### src/sv/hed_pkg.sv
// -----------------------------------------------------------------------------
// HTML entity decoder package
// Shared types, character codes and the named entity tables.
// -----------------------------------------------------------------------------
`default_nettype none

package hed_pkg;

	// Default depth of the held byte buffer and depth of the input queue.
	localparam int unsigned MaxHeldDefault = 16;
	localparam int unsigned QueueDepth     = 4;
	localparam int unsigned NumNamed       = 5;

	// Character codes.
	localparam logic [7:0] ChAmp   = 8'h26;
	localparam logic [7:0] ChHash  = 8'h23;
	localparam logic [7:0] ChSemi  = 8'h3B;
	localparam logic [7:0] ChZero  = 8'h30;
	localparam logic [7:0] ChNine  = 8'h39;
	localparam logic [7:0] ChQuest = 8'h3F;

	// Numeric entity value saturates here; this and above decode to '?'.
	localparam logic [7:0] NumSat = 8'd128;

	// Named entity spellings, padded with zeros, and their lengths and results.
	localparam logic [7:0] NamedText [NumNamed][8] = '{
		'{8'h26, 8'h61, 8'h6D, 8'h70, 8'h3B, 8'h00, 8'h00, 8'h00},  // &amp;
		'{8'h26, 8'h6C, 8'h74, 8'h3B, 8'h00, 8'h00, 8'h00, 8'h00},  // &lt;
		'{8'h26, 8'h67, 8'h74, 8'h3B, 8'h00, 8'h00, 8'h00, 8'h00},  // &gt;
		'{8'h26, 8'h71, 8'h75, 8'h6F, 8'h74, 8'h3B, 8'h00, 8'h00},  // &quot;
		'{8'h26, 8'h6E, 8'h62, 8'h73, 8'h70, 8'h3B, 8'h00, 8'h00}   // &nbsp;
	};
	localparam logic [2:0] NamedLen [NumNamed] = '{3'd5, 3'd4, 3'd4, 3'd6, 3'd6};
	localparam logic [7:0] NamedResult [NumNamed] = '{8'h26, 8'h3C, 8'h3E, 8'h22, 8'h20};

	// Character class of one byte.
	typedef struct packed {
		logic       is_amp;
		logic       is_hash;
		logic       is_semi;
		logic       is_digit;
		logic [3:0] digit;
	} byte_class_t;

	// One queued input item with its class.
	typedef struct packed {
		logic [7:0]  data;
		logic        last;
		byte_class_t cls;
	} item_t;

	// Status of the decode engine.
	typedef struct packed {
		logic idle;
		logic held_full;
	} back_status_t;

	function automatic byte_class_t classify_byte(input logic [7:0] b);
		byte_class_t c;
		logic [7:0]  d;
		d          = b - ChZero;
		c.is_amp   = (b == ChAmp);
		c.is_hash  = (b == ChHash);
		c.is_semi  = (b == ChSemi);
		c.is_digit = (b >= ChZero) && (b <= ChNine);
		c.digit    = d[3:0];
		return c;
	endfunction

endpackage

`default_nettype wire

### src/sv/hed_ram.sv
// -----------------------------------------------------------------------------
// Generic RAM
// One write port and one read port with registered read data.
// -----------------------------------------------------------------------------
`default_nettype none

module hed_ram #(
	parameter int unsigned WIDTH = 8,
	parameter int unsigned DEPTH = 16
) (
	input  wire logic                     clk,
	input  wire logic                     we,
	input  wire logic [$clog2(DEPTH)-1:0] waddr,
	input  wire logic [WIDTH-1:0]         wdata,
	input  wire logic                     re,
	input  wire logic [$clog2(DEPTH)-1:0] raddr,
	output logic      [WIDTH-1:0]         rdata
);

	logic [WIDTH-1:0] mem_q [DEPTH];

	// Write port and registered read port.
	always_ff @(posedge clk) begin
		if (we) begin
			mem_q[waddr] <= wdata;
		end
		if (re) begin
			rdata <= mem_q[raddr];
		end
	end

endmodule

`default_nettype wire

### src/sv/hed_front.sv
// -----------------------------------------------------------------------------
// HTML entity decoder front end
// Accepts input transactions, classifies each byte and queues it for the
// decode engine.
// -----------------------------------------------------------------------------
`default_nettype none

module hed_front (
	input  wire logic           clk,
	input  wire logic           arst_n,
	input  wire logic           s_tvalid,
	output logic                s_tready,
	input  wire logic [7:0]     s_tdata,   // in_byte
	input  wire logic           s_tlast,   // in_last
	output logic                q_valid,
	output hed_pkg::item_t      q_item,
	input  wire logic           pop
);

	import hed_pkg::*;

	localparam int unsigned QAW = (QueueDepth > 1) ? $clog2(QueueDepth) : 1;
	localparam int unsigned QCW = $clog2(QueueDepth + 1);

	item_t          mem_q [QueueDepth];
	logic [QAW-1:0] wr_ptr_q;
	logic [QAW-1:0] rd_ptr_q;
	logic [QCW-1:0] count_q;
	logic           push;
	item_t          new_item;

	assign s_tready = (count_q != QCW'(QueueDepth));
	assign push     = s_tvalid && s_tready;
	assign q_valid  = (count_q != '0);
	assign q_item   = mem_q[rd_ptr_q];

	// Classify the incoming byte once, on entry to the queue.
	always_comb begin
		new_item.data = s_tdata;
		new_item.last = s_tlast;
		new_item.cls  = classify_byte(s_tdata);
	end

	// Queue storage.
	always_ff @(posedge clk) begin
		if (push) begin
			mem_q[wr_ptr_q] <= new_item;
		end
	end

	// Queue pointers and fill count.
	always_ff @(posedge clk or negedge arst_n) begin
		if (!arst_n) begin
			wr_ptr_q <= '0;
			rd_ptr_q <= '0;
			count_q  <= '0;
		end else begin
			if (push) begin
				wr_ptr_q <= (wr_ptr_q == QAW'(QueueDepth - 1)) ? '0 : wr_ptr_q + QAW'(1);
			end
			if (pop) begin
				rd_ptr_q <= (rd_ptr_q == QAW'(QueueDepth - 1)) ? '0 : rd_ptr_q + QAW'(1);
			end
			if (push && !pop) begin
				count_q <= count_q + QCW'(1);
			end else if (pop && !push) begin
				count_q <= count_q - QCW'(1);
			end
		end
	end

endmodule

`default_nettype wire

### src/sv/hed_back.sv
// -----------------------------------------------------------------------------
// HTML entity decoder engine
// Holds the pending bytes after an '&', matches them against the named and
// numeric entities, replays held bytes after a failed match and drives the
// output register.
// -----------------------------------------------------------------------------
`default_nettype none

module hed_back #(
	parameter int unsigned MAX_HELD = hed_pkg::MaxHeldDefault
) (
	input  wire logic                clk,
	input  wire logic                arst_n,
	input  wire logic                in_valid,
	input  wire hed_pkg::item_t      in_item,
	output logic                     pop,
	output logic                     m_tvalid,
	input  wire logic                m_tready,
	output logic [7:0]               m_tdata,   // out_byte
	output logic                     m_tlast,   // out_last
	output logic                     m_tuser,   // out_end
	output hed_pkg::back_status_t    status
);

	import hed_pkg::*;

	localparam int unsigned PW = $clog2(MAX_HELD);
	localparam int unsigned CW = $clog2(MAX_HELD + 1);

	typedef enum logic [3:0] {
		ST_IDLE  = 4'b0001,
		ST_READ  = 4'b0010,
		ST_EXEC  = 4'b0100,
		ST_FLUSH = 4'b1000
	} bk_state_t;

	typedef enum logic [3:0] {
		NUM_HASH   = 4'b0001,
		NUM_FIRST  = 4'b0010,
		NUM_DIGITS = 4'b0100,
		NUM_DEAD   = 4'b1000
	} num_phase_t;

	bk_state_t              state_q, state_d;
	logic [PW-1:0]          head_q, head_n;
	logic [CW-1:0]          len_q, len_n;
	logic [CW-1:0]          fed_q, fed_n, fed_inc;
	logic [NumNamed-1:0]    mask_q, mask_n;
	num_phase_t             nph_q, nph_n;
	logic [7:0]             nval_q, nval_n;
	logic                   last_q;
	logic                   stg_valid_q;
	logic [7:0]             stg_data_q;
	logic                   out_valid_q;
	logic [7:0]             out_data_q;
	logic                   out_last_q;
	logic                   out_end_q;

	logic [7:0]             ram_rdata;
	logic [PW-1:0]          rd_addr, wr_addr;
	logic                   ram_re, ram_we;

	logic [7:0]             cur_data;
	byte_class_t            cur_cls;
	logic                   cur_last;
	logic                   at_end;
	logic [CW-1:0]          work_len;
	logic [CW-1:0]          adv;
	logic                   emit;
	logic [7:0]             emit_byte;
	logic                   step_end;
	logic                   out_free;
	logic                   act;
	logic                   push, push_last, push_end;
	logic [7:0]             push_data;
	logic                   stg_load, stg_drop;

	logic [NumNamed-1:0]    hit, done;
	logic                   named_done;
	logic [7:0]             named_ch;
	num_phase_t             nph_c;
	logic [7:0]             nval_c;
	logic                   num_done;
	logic [7:0]             num_ch;
	logic [11:0]            prod;
	logic                   complete, alive;

	// Circular buffer index: base plus offset, wrapped once.
	function automatic logic [PW-1:0] wrap_add(input logic [PW-1:0] base,
		input logic [CW-1:0] amt);
		logic [CW:0] s;
		s = (CW+1)'(base) + (CW+1)'(amt);
		if (s >= (CW+1)'(MAX_HELD)) begin
			s = s - (CW+1)'(MAX_HELD);
		end
		return s[PW-1:0];
	endfunction

	hed_ram #(
		.WIDTH(8),
		.DEPTH(MAX_HELD)
	) u_ram (
		.clk   (clk),
		.we    (ram_we),
		.waddr (wr_addr),
		.wdata (in_item.data),
		.re    (ram_re),
		.raddr (rd_addr),
		.rdata (ram_rdata)
	);

	assign fed_inc  = fed_q + CW'(1);
	assign rd_addr  = wrap_add(head_q, fed_q);
	assign wr_addr  = wrap_add(head_q, len_q);
	assign out_free = !out_valid_q || m_tready;

	// Byte under evaluation: the queued item when idle, a held byte on replay.
	always_comb begin
		cur_data = in_item.data;
		cur_cls  = in_item.cls;
		cur_last = in_item.last;
		at_end   = 1'b1;
		work_len = len_q + CW'(1);
		if (state_q == ST_EXEC) begin
			cur_data = ram_rdata;
			cur_cls  = classify_byte(ram_rdata);
			cur_last = last_q;
			at_end   = (fed_inc == len_q);
			work_len = len_q;
		end
	end

	// Named entity matcher: one byte position per evaluation.
	always_comb begin
		named_done = 1'b0;
		named_ch   = ChAmp;
		for (int e = 0; e < NumNamed; e++) begin
			hit[e]  = mask_q[e] && (fed_q < CW'(NamedLen[e]))
				&& (cur_data == NamedText[e][fed_q[2:0]]);
			done[e] = hit[e] && (fed_inc == CW'(NamedLen[e]));
			if (done[e]) begin
				named_done = 1'b1;
				named_ch   = NamedResult[e];
			end
		end
	end

	// Numeric entity matcher with a saturating decimal accumulator.
	always_comb begin
		prod     = {1'b0, nval_q, 3'b000} + {3'b000, nval_q, 1'b0} + {8'h00, cur_cls.digit};
		nph_c    = NUM_DEAD;
		nval_c   = nval_q;
		num_done = 1'b0;
		num_ch   = ((nval_q != 8'd0) && (nval_q < NumSat)) ? nval_q : ChQuest;
		unique case (nph_q)
			NUM_HASH: begin
				nph_c = cur_cls.is_hash ? NUM_FIRST : NUM_DEAD;
			end
			NUM_FIRST: begin
				if (cur_cls.is_digit) begin
					nph_c  = NUM_DIGITS;
					nval_c = {4'b0000, cur_cls.digit};
				end
			end
			NUM_DIGITS: begin
				if (cur_cls.is_digit) begin
					nph_c  = NUM_DIGITS;
					nval_c = (prod > {4'b0000, NumSat}) ? NumSat : prod[7:0];
				end else if (cur_cls.is_semi) begin
					num_done = 1'b1;
				end
			end
			NUM_DEAD: begin
				nph_c = NUM_DEAD;
			end
			default: begin
				nph_c = NUM_DEAD;
			end
		endcase
	end

	// Decision for the byte under evaluation.
	always_comb begin
		complete  = named_done || num_done;
		alive     = (|hit) || (nph_c != NUM_DEAD);
		emit      = 1'b0;
		emit_byte = cur_data;
		adv       = '0;
		fed_n     = fed_q;
		mask_n    = mask_q;
		nph_n     = nph_q;
		nval_n    = nval_q;
		if (fed_q == '0) begin
			if (!cur_cls.is_amp) begin
				// Plain text at the head passes straight through.
				emit  = 1'b1;
				adv   = CW'(1);
			end else if (at_end && cur_last) begin
				// A lone '&' at the end of the string is text.
				emit      = 1'b1;
				emit_byte = ChAmp;
				adv       = CW'(1);
			end else begin
				mask_n = '1;
				nph_n  = NUM_HASH;
				nval_n = '0;
				fed_n  = CW'(1);
			end
		end else if (complete) begin
			emit      = 1'b1;
			emit_byte = named_done ? named_ch : num_ch;
			adv       = fed_inc;
			fed_n     = '0;
		end else if (!alive || (at_end && (cur_last || (fed_inc == CW'(MAX_HELD))))) begin
			// Failed match: the '&' becomes text and the rest is rescanned.
			emit      = 1'b1;
			emit_byte = ChAmp;
			adv       = CW'(1);
			fed_n     = '0;
		end else begin
			fed_n  = fed_inc;
			mask_n = hit;
			nph_n  = nph_c;
			nval_n = nval_c;
		end
		len_n    = work_len - adv;
		head_n   = wrap_add(head_q, adv);
		step_end = (fed_n == len_n);
	end

	// Sequencer and output staging. The staging register holds back one
	// result so that the last result of a transaction can be marked.
	always_comb begin
		state_d   = state_q;
		act       = 1'b0;
		pop       = 1'b0;
		ram_we    = 1'b0;
		ram_re    = 1'b0;
		push      = 1'b0;
		push_data = stg_data_q;
		push_last = 1'b0;
		push_end  = 1'b0;
		stg_load  = 1'b0;
		stg_drop  = 1'b0;
		unique case (state_q)
			ST_IDLE: begin
				if (in_valid && out_free) begin
					act     = 1'b1;
					pop     = 1'b1;
					ram_we  = 1'b1;
					state_d = step_end ? ST_IDLE : ST_READ;
				end
			end
			ST_READ: begin
				ram_re  = 1'b1;
				state_d = ST_EXEC;
			end
			ST_EXEC: begin
				if (out_free) begin
					act = 1'b1;
					if (!step_end) begin
						state_d = ST_READ;
					end else if (emit && stg_valid_q) begin
						state_d = ST_FLUSH;
					end else begin
						state_d = ST_IDLE;
					end
				end
			end
			ST_FLUSH: begin
				if (out_free) begin
					push      = 1'b1;
					push_last = 1'b1;
					push_end  = last_q;
					stg_drop  = 1'b1;
					state_d   = ST_IDLE;
				end
			end
			default: begin
				state_d = ST_IDLE;
			end
		endcase
		if (act) begin
			if (stg_valid_q) begin
				if (emit) begin
					push     = 1'b1;
					stg_load = 1'b1;
				end else if (step_end) begin
					push      = 1'b1;
					push_last = 1'b1;
					push_end  = cur_last;
					stg_drop  = 1'b1;
				end
			end else if (emit) begin
				if (step_end) begin
					push      = 1'b1;
					push_data = emit_byte;
					push_last = 1'b1;
					push_end  = cur_last;
				end else begin
					stg_load = 1'b1;
				end
			end
		end
	end

	// Control registers.
	always_ff @(posedge clk or negedge arst_n) begin
		if (!arst_n) begin
			state_q     <= ST_IDLE;
			head_q      <= '0;
			len_q       <= '0;
			fed_q       <= '0;
			mask_q      <= '0;
			nph_q       <= NUM_DEAD;
			nval_q      <= '0;
			last_q      <= 1'b0;
			stg_valid_q <= 1'b0;
			out_valid_q <= 1'b0;
		end else begin
			state_q <= state_d;
			if (act) begin
				head_q <= head_n;
				len_q  <= len_n;
				fed_q  <= fed_n;
				mask_q <= mask_n;
				nph_q  <= nph_n;
				nval_q <= nval_n;
			end
			if (pop) begin
				last_q <= in_item.last;
			end
			if (stg_load) begin
				stg_valid_q <= 1'b1;
			end else if (stg_drop) begin
				stg_valid_q <= 1'b0;
			end
			if (push) begin
				out_valid_q <= 1'b1;
			end else if (m_tready) begin
				out_valid_q <= 1'b0;
			end
		end
	end

	// Result payload registers.
	always_ff @(posedge clk) begin
		if (stg_load) begin
			stg_data_q <= emit_byte;
		end
		if (push) begin
			out_data_q <= push_data;
			out_last_q <= push_last;
			out_end_q  <= push_end;
		end
	end

	assign m_tvalid         = out_valid_q;
	assign m_tdata          = out_data_q;
	assign m_tlast          = out_last_q;
	assign m_tuser          = out_end_q;
	assign status.idle      = (state_q == ST_IDLE);
	assign status.held_full = (len_q == CW'(MAX_HELD));

endmodule

`default_nettype wire

### src/sv/html_entity_decoder_unit.sv
// -----------------------------------------------------------------------------
// HTML entity decoder
// Decodes &amp; &lt; &gt; &quot; &nbsp; and numeric entities &#digits; in a
// byte stream. Numeric codes 1 to 127 become their character, any other code
// becomes '?'. Bytes after an '&' are held until the entity completes or can
// no longer match; on a failed match the '&' is passed as text and the held
// bytes are rescanned. A pending entity that reaches MAX_HELD bytes passes
// verbatim, and a byte with s_tlast set flushes everything held. Each input
// transaction gives zero or more output transactions; m_tlast marks the last
// one caused by an input byte and m_tuser marks the final byte of the string.
// Throughput is one byte per cycle while no match fails and the output does not
// stall. After a failed match each held byte is read back from the held-byte
// RAM and then evaluated, and a flush step follows when a replay ends with two
// results still to deliver. A four-entry input queue and an output register let
// both sides stall independently.
// -----------------------------------------------------------------------------
`default_nettype none

module html_entity_decoder_unit #(
	parameter int unsigned MAX_HELD = hed_pkg::MaxHeldDefault
) (
	input  wire logic       clk,
	input  wire logic       arst_n,
	input  wire logic       s_tvalid,
	output logic            s_tready,
	input  wire logic [7:0] s_tdata,   // in_byte
	input  wire logic       s_tlast,   // in_last
	output logic            m_tvalid,
	input  wire logic       m_tready,
	output logic [7:0]      m_tdata,   // out_byte
	output logic            m_tlast,   // out_last
	output logic            m_tuser    // out_end
);

	import hed_pkg::*;

	logic         q_valid;
	item_t        q_item;
	logic         q_pop;
	back_status_t bk_status;

	hed_front u_front (
		.clk      (clk),
		.arst_n   (arst_n),
		.s_tvalid (s_tvalid),
		.s_tready (s_tready),
		.s_tdata  (s_tdata),
		.s_tlast  (s_tlast),
		.q_valid  (q_valid),
		.q_item   (q_item),
		.pop      (q_pop)
	);

	hed_back #(
		.MAX_HELD(MAX_HELD)
	) u_back (
		.clk      (clk),
		.arst_n   (arst_n),
		.in_valid (q_valid),
		.in_item  (q_item),
		.pop      (q_pop),
		.m_tvalid (m_tvalid),
		.m_tready (m_tready),
		.m_tdata  (m_tdata),
		.m_tlast  (m_tlast),
		.m_tuser  (m_tuser),
		.status   (bk_status)
	);

	// The end-of-string mark only rides on the last result of a transaction.
	a_end_is_last: assert property (@(posedge clk) disable iff (!arst_n)
		m_tvalid && m_tuser |-> m_tlast)
		else $error("end of string marked on a result that is not last");

	// The engine takes a queued byte only when one is there.
	a_pop_valid: assert property (@(posedge clk) disable iff (!arst_n)
		q_pop |-> q_valid)
		else $error("queue popped while empty");

	// New bytes enter only between transactions, never during a replay.
	a_pop_idle: assert property (@(posedge clk) disable iff (!arst_n)
		q_pop |-> bk_status.idle)
		else $error("queue popped while the engine is replaying");

	// A waiting pending entity is always shorter than the held buffer.
	a_held_room: assert property (@(posedge clk) disable iff (!arst_n)
		bk_status.idle |-> !bk_status.held_full)
		else $error("held buffer full while waiting for input");

endmodule

`default_nettype wire

### config.mk
export PLATFORM = sky130hd
export DESIGN_NAME = html_entity_decoder_unit
export DESIGN_NICKNAME = d
export VERILOG_FILES = /design/src/sv/hed_pkg.sv /design/src/sv/hed_ram.sv /design/src/sv/hed_front.sv /design/src/sv/hed_back.sv /design/src/sv/html_entity_decoder_unit.sv
export SDC_FILE = /design/constraint.sdc
export NUM_CORES = 1
export LEC_CHECK = 0
export ABC_AREA = 0
export BUFFER_PORTS_ARGS = -buffer_cell sky130_fd_sc_hd__buf_2
export CORE_MARGIN = 2
export CORE_UTILIZATION = 57
export CTS_BUF_LIST = sky130_fd_sc_hd__clkbuf_4 sky130_fd_sc_hd__clkbuf_8 sky130_fd_sc_hd__clkbuf_16
export CTS_CLUSTER_DIAMETER = 60
export DETAILED_ROUTE_END_ITERATION = 16
export HOLD_SLACK_MARGIN = 0.05
export PLACE_DENSITY = 0.84
export REMOVE_ABC_BUFFERS = 1
export SKIP_LAST_GASP = 1
export SLEW_MARGIN = 15
export SYNTH_ARGS = -nofsm -noshare
export SYNTH_HDL_FRONTEND = slang
export SYNTH_HIERARCHICAL = 1
export SYNTH_SLANG_ARGS = --single-unit
### constraint.sdc
create_clock -name clk -period 6.72 [get_ports clk]
set_input_delay 0.672 -clock clk [delete_from_list [all_inputs] [get_ports clk]]
set_output_delay 0.672 -clock clk [all_outputs]
set_load 0.1 [all_outputs]
Yosys cells after proc, flatten, opt, wreduce, memory -nomap -nowiden:

Memory sizes are Yosys's and may differ from the RTL's. A register that Yosys moved wholly into a read port is not among the register bits.
Index checks and enable logic that the tools add are counted.

* ROM bits: 320
* memories kept: 7
* RAM bits: 196
* register bits after elaboration: 63
* logic and storage cells: 263

Memory list
* u_back.u_ram.mem_q: depth 16, bits a word 8, read ports 1, clocked after memory_dff 1, wr ports 1, line hed_ram.sv:20 `logic [WIDTH-1:0] mem_q [DEPTH];`
* u_front.mem_q: depth 4, bits a word 17, read ports 1, clocked after memory_dff 0, wr ports 1, line hed_front.sv:25 `item_t mem_q [QueueDepth];`
* (name not given): depth 8, bits a word 8, read ports 1, clocked after memory_dff 0, wr ports 0, line hed_back.sv:139 `&& (cur_data == NamedText[e][fed_q[2:0]]);`
* (name not given): depth 8, bits a word 8, read ports 1, clocked after memory_dff 0, wr ports 0, line hed_back.sv:139
* (name not given): depth 8, bits a word 8, read ports 1, clocked after memory_dff 0, wr ports 0, line hed_back.sv:139
* (name not given): depth 8, bits a word 8, read ports 1, clocked after memory_dff 0, wr ports 0, line hed_back.sv:139
* 1 more memories

* equality and inequality tests: 37
* reductions and logical operators: 46
* add/sub/neg operators: 17
* $lt $le $gt $ge: 13
* bitwise gates (word level): 1
* mux-type cells: 125

Operators by type and width (number)
* 8-bit two-way mux: 31
* 5-bit two-way mux: 18
* 4-bit two-way mux: 15
* 1-bit two-way mux: 52
* 8-bit by 6-bit equality test with 1-bit output (second input constant): 6
* 8-bit equality test: 5
* 1-bit logical AND: 25
* 4-bit by 1-bit subtractor with 4-bit output (second input constant): 5
* 4-bit by 5-bit adder with 6-bit output: 3
* 6-bit by 5-bit >= comparator with 1-bit output (second input constant): 3
* 8-bit by 6-bit >= comparator with 1-bit output (second input constant): 2
* 8-bit by 6-bit <= comparator with 1-bit output (second input constant): 2
* 4-bit one-hot mux with 4 select lines: 1
* 8-bit one-hot mux with 2 select lines: 1
* 5-bit by 3-bit equality test with 1-bit output (second input constant): 3
* 5-bit by 3-bit < comparator with 1-bit output (second input constant): 3
* 11-bit by 9-bit adder with 12-bit output: 1
* 12-bit by 4-bit adder with 12-bit output: 1
* 12-bit by 8-bit > comparator with 1-bit output (second input constant): 1
* 5-bit by 1-bit adder with 5-bit output (second input constant): 2
* 5-bit equality test: 2
* 2-bit by 1-bit != test with 1-bit output (second input constant): 5
* 4-bit by 1-bit equality test with 1-bit output (second input constant): 2
* 4-bit by 2-bit equality test with 1-bit output (second input constant): 2
* other kinds (30): 48

Depth between registers and ports, before layout:

* depth in word-level cells: 23
* gate-level depth with buffers: 28

By module:

Netlist, hierarchy kept.

By module, submodules not included
* hed_back: seq. area each 1493.9 um^2, area an instance 5426.5 um^2, cells an instance 634, times used 1
* hed_ram: seq. area each 4083.9 um^2, area an instance 5227.5 um^2, cells an instance 229, times used 1
* hed_front: seq. area each 1736.7 um^2, area an instance 2427.3 um^2, cells an instance 119, times used 1

Least setup slack after synthesis:

Ideal clock, no wire load.

* path kind: register to register
* start point: register u_back.fed_q[0]
* end point: register u_back.out_data_q[1] (netlist: u_back/m_tdata[1]) (data pin)
* path slack: -0.048 ns
* data required time: 6.458 ns
* path buffers: 5
* period minus slack after synthesis: 6.768 ns
* library setup time: 0.262 ns
* cell stages (with the launch flop): 28
* arrival time: 6.506 ns
* cells stage by stage: dfrtp_1 clkbuf_1 clkbuf_1 inv_1 ha_1 clkbuf_1 clkbuf_1 xnor2_1 nand3_1 a2111oi_0 o2111a_1 and3_1 o31ai_2 nor3_1 o21bai_1 a21oi_1 ha_1 fa_1 inv_1 a21o_1 a21oi_1 xnor2_1 a311o_1 a221o_1 nor4b_4 and3_1 buf_4 mux2_1

* cells in the longest elaborated chain, start to end: 21
* elaborated cells between the ends (all ways): 91

RTL lines
* from (decl): line hed_back.sv:47 `logic [CW-1:0] fed_q, fed_n, fed_inc;`
* from (signal assigned): line hed_back.sv:325 `fed_q <= fed_n;`
* 3-bit inverter with 4-bit output (not written as such): line hed_back.sv:139
* memory read 8 x 8 bit
* 8-bit two-way mux (not written as such) (2 in series): line hed_back.sv:139
* 8-bit equality test: line hed_back.sv:139
* 1-bit logical AND: line hed_back.sv:139
* 1-bit logical AND: line hed_back.sv:140 `done[e] = hit[e] && (fed_inc == CW'(NamedLen[e]));`
* 1-bit two-way mux (5 in series): line hed_back.sv:141 `if (done[e]) begin`
* 1-bit logical OR: line hed_back.sv:184 `complete = named_done || num_done;`
* 5-bit two-way mux: line hed_back.sv:209 `end else if (complete) begin`
* 5-bit two-way mux: line hed_back.sv:193 `if (fed_q == '0) begin`
* 5-bit subtractor: line hed_back.sv:226 `len_n = work_len - adv;`
* 5-bit equality test: line hed_back.sv:228 `step_end = (fed_n == len_n);`
* 8-bit two-way mux: line hed_back.sv:295 `if (step_end) begin`
* 8-bit two-way mux (*): line hed_back.sv:294 `end else if (emit) begin`
* 8-bit two-way mux (*): line hed_back.sv:284 `if (stg_valid_q) begin`
* 8-bit two-way mux (*): line hed_back.sv:283 `if (act) begin`
* via u_back.push_data[1]: line hed_back.sv:75 `logic [7:0] push_data;`
* to (signal assigned): line hed_back.sv:352 `out_data_q <= push_data;`
* to (decl): line hed_back.sv:55 `logic [7:0] out_data_q;`

Mark *: on every way through the listed nets, which the timed path passes. The rest lies on a longest branch. The select of a mux whose other input is x is not followed.
A chain may end at the register's enable or synchronous reset.

Worst setup path after layout:

* start point: register u_back.state_q[0]
* end point: register u_back.out_data_q[6] (netlist: u_back/m_tdata[6]) (data pin)

* cells in the longest elaborated chain, start to end: 19
* elaborated cells between the ends (all ways): 70

RTL lines
* from (decl): line hed_back.sv:44 `bk_state_t state_q, state_d;`
* from (signal assigned): line hed_back.sv:321 `state_q <= state_d;`
* 4-bit by 3-bit equality test with 1-bit output: line hed_back.sv:124, hed_back.sv:245
* 8-bit two-way mux: line hed_back.sv:124 `if (state_q == ST_EXEC) begin`
* 8-bit equality test: line hed_back.sv:139
* 1-bit logical AND: line hed_back.sv:139
* 1-bit logical AND: line hed_back.sv:140
* 1-bit two-way mux (5 in series): line hed_back.sv:141
* 1-bit logical OR: line hed_back.sv:184
* 5-bit two-way mux: line hed_back.sv:209
* 5-bit two-way mux: line hed_back.sv:193
* 5-bit subtractor: line hed_back.sv:226
* 5-bit equality test: line hed_back.sv:228
* 8-bit two-way mux: line hed_back.sv:295
* 8-bit two-way mux: line hed_back.sv:294
* 8-bit two-way mux: line hed_back.sv:284
* 8-bit two-way mux (*): line hed_back.sv:283
* via u_back.push_data[6]: line hed_back.sv:75

Mark *: on every way through the listed nets, which the timed path passes. The rest lies on a longest branch.

==> summary.txt <==
Status
  • Status: finished, final reports clean

STA
  • Slew margin rel.: 18.72%
  • Final critical-path required period: 6.491 ns
  • Fmax: approximately 0.15 GHz
  • Endpoints failing setup: 0
  • Setup WS post-layout: 0.2291 ns
  • Final period util: 96.59%
  • Max-slew violation count: 0
  • Worst Tran Pin Value: roughly 1.2 ns
  • Final Hold Fails: 0
  • Clock Skews: approximately 0.013 ns

Global route
  • GRT Util Overall: 25.74%
  • GRT met2 Usage: 40.41%
  • Largest net degree at the start of global routing: 46
  • Met3 Track Usage GR: 4.178%
  • First-pass GRT wire length: 48240 um
  • Grt ovf: 0
  • Vias in the first global route: 8559
  • GRT Max-Usage Layer: met2
  • Grt met1 use: 36.32%
  • Initial antenna violation count: 0

Final layout
  • Final nets: 1105
  • Layout filler cell count: 1590
  • Seq. cell area: ~7300 um^2
  • Fin area: roughly 15000 um^2
  • Area added between synthesis and finish: 12.19%
  • Layout cells sized above 1: 18.57%
  • Ant. Diodes: 0
  • Fin cells: 1346
  • Multi-input logic area: 5386 um^2
  • Final core occ: 64.98%

Logic synthesis
  • Area of the mapped netlist: 13070 um^2
  • YS warnings: 6
  • Synth Instances: between 900 and 1000
  • Post-Syn Area per Cell: 13.34 um^2

Setup path
  • Setup crit start kind: register
  • CP Class: register to register
  • WP data required: between 7 and 8 ns
  • Crit Path Max Fanout: 45
  • Worst Path Arrival: 6.78 ns
  • Setup crit end kind: register

Placed design
  • PortBufs: 24
  • Post-Place Cells: 1286
  • Place WS: around 0.03 ns
  • Final HPWL DP: 20220 um
  • Placer Congestion: around 0.97
  • DP Area: 13640 um^2

Clocking
  • TritonCTS clock tree: done
  • Longest Clk Path Bufs: 3
  • CTS Sinks: 251
  • Htree depth: 1
  • Clock Latency Late Sink: 0.55 ns
  • Clock root cell: clkbuf_16
  • Clk pin slew, worst setup/hold paths: 0.06 ns
  • CTS buffer count: 27

Power and ir drop
  • Static leakage: 5.531 nW
  • Worst IR Drop VDD: 313.3 uV
  • Tot Pwr: 8.199 mW
  • P per Cell Area: approximately 560 nW/um^2

Drt
  • Wirelength per Cell: 22.69 um
  • DR vias/cell: between 6 and 7
  • Post-route ant nets: 0
  • Final WL: 30540 um
  • Initial DRC count: 993
  • First-pass DRT Iterations: 5
  • # DRC: 0
  • DR vias: 8733

Die
  • Starting Density: between 50% and 60%
  • Area of the core: 22570 um^2
  • Die height: 155.4 um
  • Die width: 155.4 um
  • Die Area: 24160 um^2
  • Ports: 25
  • Rows: 55

Job
  • Max-cap violation count: 0

Worst hold path
  • Worst Hold Class: input pin to async pin
[cells in the final DEF, fill, tap and decap left out, types with 6 or more instances in the layout]
master       n
a21o_1       9
a21oi_1     30
a22oi_1     19
and2_1       8
and3_1       8
buf_2       24
buf_4       58
clkbuf_16   27
clkinv_1     6
clkinv_2     6
dfrtp_1     41
edfxtp_1   206
fa_1         6
ha_1        44
inv_1       35
mux2_1       8
mux2_2       6
mux4_1      19
mux4_2      26
nand2_1     88
nand2b_1    12
nand3_1     28
nand3b_1     6
nor2_1      57
nor3_1      26
nor3b_1     10
o21ai_0     37
o22ai_1      9
o31ai_1      6
or3_1       10
xnor2_1     27
xor2_1      24
[area by class of cell]
| class | instances | share of cell area [%] |
|---|---|---|
| flip-flops and latches | 251 | 49.89 |
| multi-input cells | 641 | 36.73 |
| clock buffers | 31 | 4.854 |
| repair buffers | 83 | 3.924 |
| well taps | 285 | 2.431 |
| clock inverters | 19 | 1.254 |
| inverters | 36 | 0.9213 |
[where the power goes]
| group | leakage (nW) | switching, mW | total, mW | internal, mW |
|---|---|---|---|---|
| logic | 2.64 | 2.60 | 4.16 | 1.56 |
| registers | 2.44 | 0.246 | 2.57 | 2.32 |
| clock network | 0.447 | 0.617 | 1.47 | 0.850 |
[per-stage QoR]
step,hold slack [ns],setup TNS [ns]
detailed placement,0.4663,0
global route,0.2939,-0.1401
global placement,0.4619,0
CTS,0.2521,0
finish,0.2350,0
floorplan,0.3764,-5.217
[final timing paths]
path	from	endpoint	slack [ns]	cells after the start
worst max-delay path	u_back/state_q[0]	u_back/m_tdata[6]	0.23	22
worst min-delay path	arst_n	u_back/nval_q[6]	0.24	2
worst max register to register	u_back/state_q[0]	u_back/m_tdata[6]	0.23	22
worst min register to register	u_back/mask_q[1]	u_back/mask_q[1]	0.48	1
max in group asynchronous	arst_n	u_front/rd_ptr_q[1]	6.00	2
min in group clk	s_tlast	u_front/mem_q[1][8]	0.34	1
[sequential cells by signal, summed over array words and instances, names as in the netlist, 3 cells and up]
register	cells
u_back/fed_q	5
u_back/head_q	4
u_back/len_q	5
u_back/m_tdata	8
u_back/mask_q	5
u_back/nph_q	4
u_back/nval_q	8
u_back/state_q	4
u_back/stg_data_q	8
u_back/u_ram/mem_q	128
u_back/u_ram/rdata	8
u_front/count_q	3
u_front/mem_q	52
[layer usage]
metal / part of all wire, % / wire [um] / vias up
li1: - / - / 3875
met1: 40 / 12200 / 4235
met2: 46 / 14170 / 526
met3: 9.3 / 2847 / 97
met4: 4.4 / 1330 / 0
met5: 0 / 0 / -
[worst max-delay path, cell delays in order (launching register included)]
cell	delay, ns
dfstp_2	0.40
or4b_2	0.71
buf_12	0.21
mux2i_4	0.19
mux2_2	0.35
and4_1	0.20
o21a_1	0.21
or3_1	0.40
o31ai_2	0.21
nor3_1	0.10
o21bai_1	0.23
a21oi_2	0.18
ha_1	0.21
fa_2	0.25
inv_1	0.05
a21o_1	0.14
a21oi_1	0.17
xnor2_1	0.16
a311o_1	0.37
a221o_1	0.33
nor4b_4	0.44
and3_4	0.34
mux2_1	0.34
[what timing repair did]
action | CTS | global route
resized for setup | 1 | 13
gates cloned | 0 | 0
setup endpoints to repair | 8 | 27
endpoints found under the hold margin | 0 | 0
buffers inserted | 0 | 10
hold buffers | 0 | 0
pin swaps | 0 | 3
Note: power is estimated with default switching activity, not from simulation.
